### config.mk
export PLATFORM = sky130hd
export DESIGN_NAME = tsc_div
export DESIGN_NICKNAME = d
export VERILOG_FILES = /design/src/hw/rtl/tsc_pkg.sv /design/src/hw/rtl/tsc_div.sv
export SDC_FILE = /design/constraint.sdc
export NUM_CORES = 1
export LEC_CHECK = 0
export ABC_AREA = 1
export BUFFER_PORTS_ARGS = -buffer_cell sky130_fd_sc_hd__buf_2
export CORE_MARGIN = 5
export CORE_UTILIZATION = 30
export CTS_BUF_LIST = sky130_fd_sc_hd__clkbuf_16
export DETAILED_ROUTE_END_ITERATION = 16
export GPL_ROUTABILITY_DRIVEN = 0
export PLACE_DENSITY = 0.58
export SYNTH_ARGS = -nofsm -noshare
export SYNTH_HDL_FRONTEND = slang
export SYNTH_SLANG_ARGS = --single-unit
### constraint.sdc
create_clock -name clk -period 5.7 [get_ports clk]
set_input_delay 0.285 -clock clk [delete_from_list [all_inputs] [get_ports clk]]
set_output_delay 0.285 -clock clk [all_outputs]
set_load 0.005 [all_outputs]
### src/hw/rtl/tsc_pkg.sv
// Shared types and constants for the temporal sample compositor.
package tsc_pkg;

	localparam int FRACTION_BITS_DEF = 15;
	localparam int CHANNELS = 4;
	localparam int PIXELS = 2;
	localparam int FIELD_W = 16;

	typedef enum logic [2:0] {
		MODE_ADD         = 3'd0,
		MODE_MAX         = 3'd1,
		MODE_MIN         = 3'd2,
		MODE_OVER_TOP    = 3'd3,
		MODE_OVER_BOTTOM = 3'd4
	} blend_mode_t;

	typedef enum logic [2:0] {
		ST_IDLE,
		ST_PREM,
		ST_FOLD,
		ST_DIV_START,
		ST_DIV_RUN,
		ST_DONE
	} state_t;

	typedef struct packed {
		logic       load;
		logic       prem;
		logic       fold;
		logic       first;
		logic [2:0] mode;
	} lane_ctrl_t;

	typedef struct packed {
		logic start;
		logic step;
	} div_ctrl_t;

endpackage

### src/hw/rtl/tsc_div.sv
// Bit-serial restoring divider for unpremultiplying one channel, clamped to one.
module tsc_div import tsc_pkg::*; #(
	parameter int FRACTION_BITS = FRACTION_BITS_DEF,
	localparam int VW = FRACTION_BITS + 1
) (
	input  logic          clk,
	input  logic          arst_n,
	input  div_ctrl_t     ctrl,
	input  logic [VW-1:0] num,
	input  logic [VW-1:0] den,
	output logic [VW-1:0] quot
);

	localparam logic [VW-1:0] ONE = VW'(1) << FRACTION_BITS;

	logic [VW-1:0] rem_q;
	logic [VW-1:0] quot_q;
	logic          run_q;
	logic [VW:0]   r2;
	logic          ge;

	assign r2 = {rem_q, 1'b0};
	assign ge = (r2 >= {1'b0, den});

	always_ff @(posedge clk or negedge arst_n) begin
		if (!arst_n) begin
			run_q <= 1'b0;
		end else if (ctrl.start) begin
			run_q <= (den != '0) && (num < den);
		end
	end

	always_ff @(posedge clk) begin
		if (ctrl.start) begin
			rem_q <= num;
			if (den == '0) begin
				quot_q <= '0;
			end else if (num >= den) begin
				quot_q <= ONE;
			end else begin
				quot_q <= '0;
			end
		end else if (ctrl.step && run_q) begin
			rem_q  <= ge ? VW'(r2 - {1'b0, den}) : r2[VW-1:0];
			quot_q <= {quot_q[VW-2:0], ge};
		end
	end

	assign quot = quot_q;

endmodule

; ---- Yosys cells after proc, flatten, opt, wreduce, memory -nomap -nowiden
; Cells that the tools add are included.
; W data, S select, Z words.
[classes]
reduce_logical = 5
add_sub_neg = 1
magnitude_cmp = 3
n_mux = 7
[op_table]
columns = operator, n
row1 = $mux W16, 7
row2 = $ge A17 B16 Y1, 1
row3 = $ge A16 B16 Y1, 1
row4 = $logic_not A16 Y1, 1
row5 = $lt A16 B16 Y1, 1
row6 = $reduce_bool A16 Y1, 1
row7 = $sub A16 B16 Y16, 1
row8 = $logic_and A1 B1 Y1, 2
row9 = $reduce_bool A2 Y1, 1
[word_totals]
out_inout_bits = 16
wordCells = 19
regBits = 33
input_bits = 36

; ---- Logic depth before layout (Yosys ltp)
[logic_depth]
depth_word = 4
depth_mapped = 14
ltp_nobuf = 14

; ---- Worst setup path after synthesis
; No wires, ideal clock.
[synth_path]
kind = register to register
start = register rem_q[0]
end = register rem_q[10], data pin
arrival_ns = 1.593
path_stages_with_launch = 12
slack_ns = 3.854
synth_period_minus_slack_ns = 1.846
setup_ns = 0.253
n_path_buf = 1
t_required_ns = 5.447
cell_sequence = edfxtp_1 > ha_1 > ha_1 > nand2_1 > nor2_1 > nand3_1 > nor2_4 > nor2_4 > buf_4 > nand3b_1 > nand3_1 > nand2_1
[synth_via]
elab_chain_cells = 4
elab_cells_between_ends = 5
classes_between = 1 x add/sub / 1 x order compare / 3 x mux
[synth_lines]
columns = item, line
row1 = "start, declared", tsc_div.sv:16  ; logic [VW-1:0] rem_q;
row2 = "start signal, assigned", tsc_div.sv:35  ; rem_q <= num;
row3 = "start signal, assigned", tsc_div.sv:44  ; rem_q <= ge ? VW'(r2 - {1'b0, den}) : r2[VW-1:0];
row4 = $sub A16 B16 Y16 / $ge A17 B16 Y1 (equally long branches), "tsc_div.sv:44, tsc_div.sv:23"
row5 = $mux W16 *, tsc_div.sv:44
row6 = $mux W16 *, tsc_div.sv:43  ; end else if (ctrl.step && run_q) begin
row7 = $mux W16 *, tsc_div.sv:34  ; if (ctrl.start) begin
; Every way passes the cells marked *; elsewhere a longest branch is shown, timed or not. The select of a mux whose other input is x is not followed.
; A chain may end at the register's enable or synchronous reset.

; ---- Worst setup path in the final report
[layout_path]
start = register rem_q[0]
end = register rem_q[15], data pin
; The elaborated chain is that of the path after synthesis.

==> results_dict.tcl <==
set metrics [dict create \
    start_util_pct 30.55 \
    synth.most_common_cell "nand2_1" \
    min_to "rem_q[2]$_DFFE_PP_" \
    avgViaCountPerCell 4.595 \
    dr.pass1.iters 4 \
    synth_warnings 0 \
    hpwl_mm 7.039 \
    power.share.sequential_pct 31.9 \
    post_cts_buffers 0 \
    antenna_found_initial 0 \
    finClkSkew_ns 0.004755 \
    drc 0 \
    ys_types 32 \
    min_path_type "input pin to register" \
    crit_path_top_delay_cell "edfxtp_1" \
    maxCapViolations 0 \
    numPortBuffers 51 \
    synth_area_per_cell_sq_um 7.103 \
    clockRootBuffer "clkbuf_16" \
    die_w_microns 112.1 \
    leakagePower_nw 1.945 \
    synth_flop_cell "edfxtp_1" \
    clock-sinks 33 \
    r2r_start "rem_q[0]$_DFFE_PP_" \
    min_from "num[2]" \
    path_max_fanout 16 \
    synth_fp_nets 509 \
    ys_top_cells_by_area "edfxtp_1 (31%), nand2_1 (16%), ha_1 (13%)" \
    cts_tree "built" \
    synth_area_sq_um 3125 \
    power.density_nw_per_um2 289.8 \
    core_sq_um 10230 \
    r2r_end "rem_q[15]$_DFFE_PP_" \
    worstSkewPairLatency_ns 0.28 \
    outcome "complete, no violations" \
    rr_worst_depth 12 \
    num_vias 2890 \
    final_max_slew_viol_count 0 \
    rows 37 \
    htree_levels 2 \
    slew_headroom_pct 57.22 \
    crit_family "simple AND/OR/NAND/NOR gates" \
    final.setup.tns_ns 0 \
    internal_power_mw 0.6477 \
    ys_seq_elements 33 \
    cts_buffer_depth 2 \
    cp.required_ns 5.73 \
    worst_pin_slew_ns 0.6410 \
    cts_hold_buf 1 \
    max-vdd-ir-drop_uv 209.8 \
    setup_viol 0 \
    final_antenna_net_count 0 \
    synth_largest_area_cell "edfxtp_1" \
    pwr-share-clk_pct 24.4 \
    synth-edff-count 32 \
    n_antenna_cell 0 \
    die_h_microns 112.1 \
    swShare_pct 38.85 \
    p_switching_mw 0.4115 \
    grt_max_degree 31 \
    layout.nets 561 \
    arrival_ns 2.39 \
    critical_path_class "register to register" \
    holdPathStages 3 \
    cts_buffers 5 \
    fin_cells 629 \
    overflow 0 \
    netlist_top_cells_count "nand2_1 (134), inv_1 (78), nand3_1 (37)" \
    power_frac_comb_pct 43.7 \
    syn_inst 440 \
    area_growth_pct 16.93 \
    regToRegSetupSlack_ns 3.34 \
    drtIter0Drc 115 \
    critPathBufInv 0 \
    cpPeakStageDelay_ns 0.42 \
    grt_pass1_wl_mm 14.13 \
    drive_gt1_share_pct 18.26 \
    die_area_sq_um 12560 \
    seq_area_frac_synth_pct 31.55 \
    io_pins 52 \
    wl_per_cell_microns 13.33 \
    max_freq_mhz 423.6 \
    placed_cells 620 \
    synthArstFlopShare_pct 3.030 \
    synth_top_area_share_pct 30.74 \
    cpMostUsedCell "nand2_1" \
    clk_pin_slew_ns 0.06 \
    wl_mm 8.383 \
    grt_pass1_vias 2992 \
    crit_path_start_kind "register" \
    finalCriticalPeriod_ns 2.361 \
    rsz0062_at_grt "false" \
    critical_path.startpoint "rem_q[0]$_DFFE_PP_" \
    crit_chain "ha_1 -> ha_1 -> nand2_1 -> nor2_1 -> nand3_1 -> nor2_4 -> nor2_4 -> nand2_4 -> nand2_1 -> nand2_1 -> nand2_1 -> nand2_1" \
    cts_resized 0 \
    finalHoldViolations 0 \
    fin_crit_sh_pct 41.41 \
    cp-end-kind "register" \
    grt_usage_pct 13.68 \
]
## worst reg2reg max path: stages (launching register included)
cell      delay [ns]
edfxtp_1        0.42
ha_1            0.34
ha_1            0.21
nand2_1         0.06
nor2_1          0.04
nand3_1         0.11
nor2_4          0.05
nor2_4          0.30
nand2_4         0.22
nand2_1         0.18
nand2_1         0.07
nand2_1         0.07
nand2_1         0.04
## metal layers
| metal | GRT usage (%) | part of all wire (%) | vias to the layer above |
|---|---|---|---|
| li1 | - | - | 1509 |
| met1 | 17.50 | 45 | 1291 |
| met2 | 23.82 | 48 | 78 |
| met3 | 1.995 | 5.0 | 12 |
| met4 | 4.327 | 2.1 | 0 |
| met5 | 0 | 0 | - |
## final cells by class
type                            instances  area [sq um]
Inverter                               80         300.3
Timing Repair Buffer                   53         272.8
Clock buffer                            5         125.1
Sequential cell                        33         985.9
Multi-Input combinational cell        319          1783
Clock inverter                          3         17.52
Tap cell                              136         170.2
Fill cell                            1100          6576
## sequential cells by signal, summed over array words and instances, names as in the netlist
| name | flops |
|---|---|
| quot | 16 |
| rem_q | 16 |
| run_q | 1 |
## how the worst max path moves through the flow
stage / end / slack, ns / depth (start not counted)
floorplan: rem_q[10]$_DFFE_PP_ / 3.85 / 11
global placement: rem_q[15]$_DFFE_PP_ / 3.29 / 4
detailed placement: quot[10]$_SDFFCE_PP0P_ / 3.23 / 4
CTS: rem_q[15]$_DFFE_PP_ / 3.33 / 12
global route: rem_q[13]$_DFFE_PP_ / 3.10 / 13
finish: rem_q[15]$_DFFE_PP_ / 3.34 / 12
## power by group through the flow
stage                     logic (mW)  registers, mW  clock network (mW)
after detailed placement       0.461          0.342                   0
after CTS                      0.464          0.338               0.265
after global routing           0.531          0.342               0.280
final                          0.463          0.338               0.259
after global placement         0.456          0.342                   0
after floorplan                0.354          0.336                   0
## logic make-up after synthesis
logic type | synth area share, %
AOI/OAI and AO/OA | 3.603
xor gates and xnor gates | 1.681
adders and majority gates | 13.45
buffers and inverters | 11.41
DFF | 31.55
and+or+nand+nor | 38.31
## stage by stage
stage	hold WS (ns)	utilization, %	setup slack (ns)	cell area, sq um	power [mW]
after global routing	0.3018	35.72	3.097	3655	1.153
after detailed placement	0.06145	34.23	3.228	3502	0.8028
after floorplan	-0.01059	-	3.854	3126	0.6896
final	0.3039	35.72	3.339	3655	1.059
after global placement	0.06159	34.23	3.291	3502	0.7977
after CTS	0.3025	35.72	3.329	3655	1.067
## placed cells by master, fill, tap and decap left out
cell type / synthesis / routed
buf_4: 2 / 1
a21o_1: 1 / 1
nand2_1: 134 / 134
nor4_1: 2 / 2
dfrtp_1: 1 / 1
o22ai_1: 1 / 1
nand3b_1: 11 / 11
nor2_1: 33 / 33
buf_2: 2 / 51
nand3_1: 37 / 37
clkinvlp_4: 0 / 1
nand2_2: 17 / 17
or2_1: 1 / 1
nor2_2: 4 / 4
clkbuf_16: 0 / 5
clkinv_2: 0 / 2
xnor2_1: 4 / 4
edfxtp_1: 32 / 32
xor2_1: 2 / 2
nand2_4: 2 / 2
o21bai_1: 1 / 1
and2_1: 1 / 1
inv_1: 78 / 78
a21oi_1: 14 / 14
nand3_2: 3 / 3
nor3_1: 3 / 3
dlygate4sd3_1: 0 / 1
nand4_1: 9 / 9
inv_2: 2 / 2
ha_1: 32 / 32
fa_1: 1 / 1
nor2_4: 2 / 2
o21ai_0: 3 / 3
a31oi_1: 1 / 1
No activity file was read; power rests on OpenSTA's default activity.
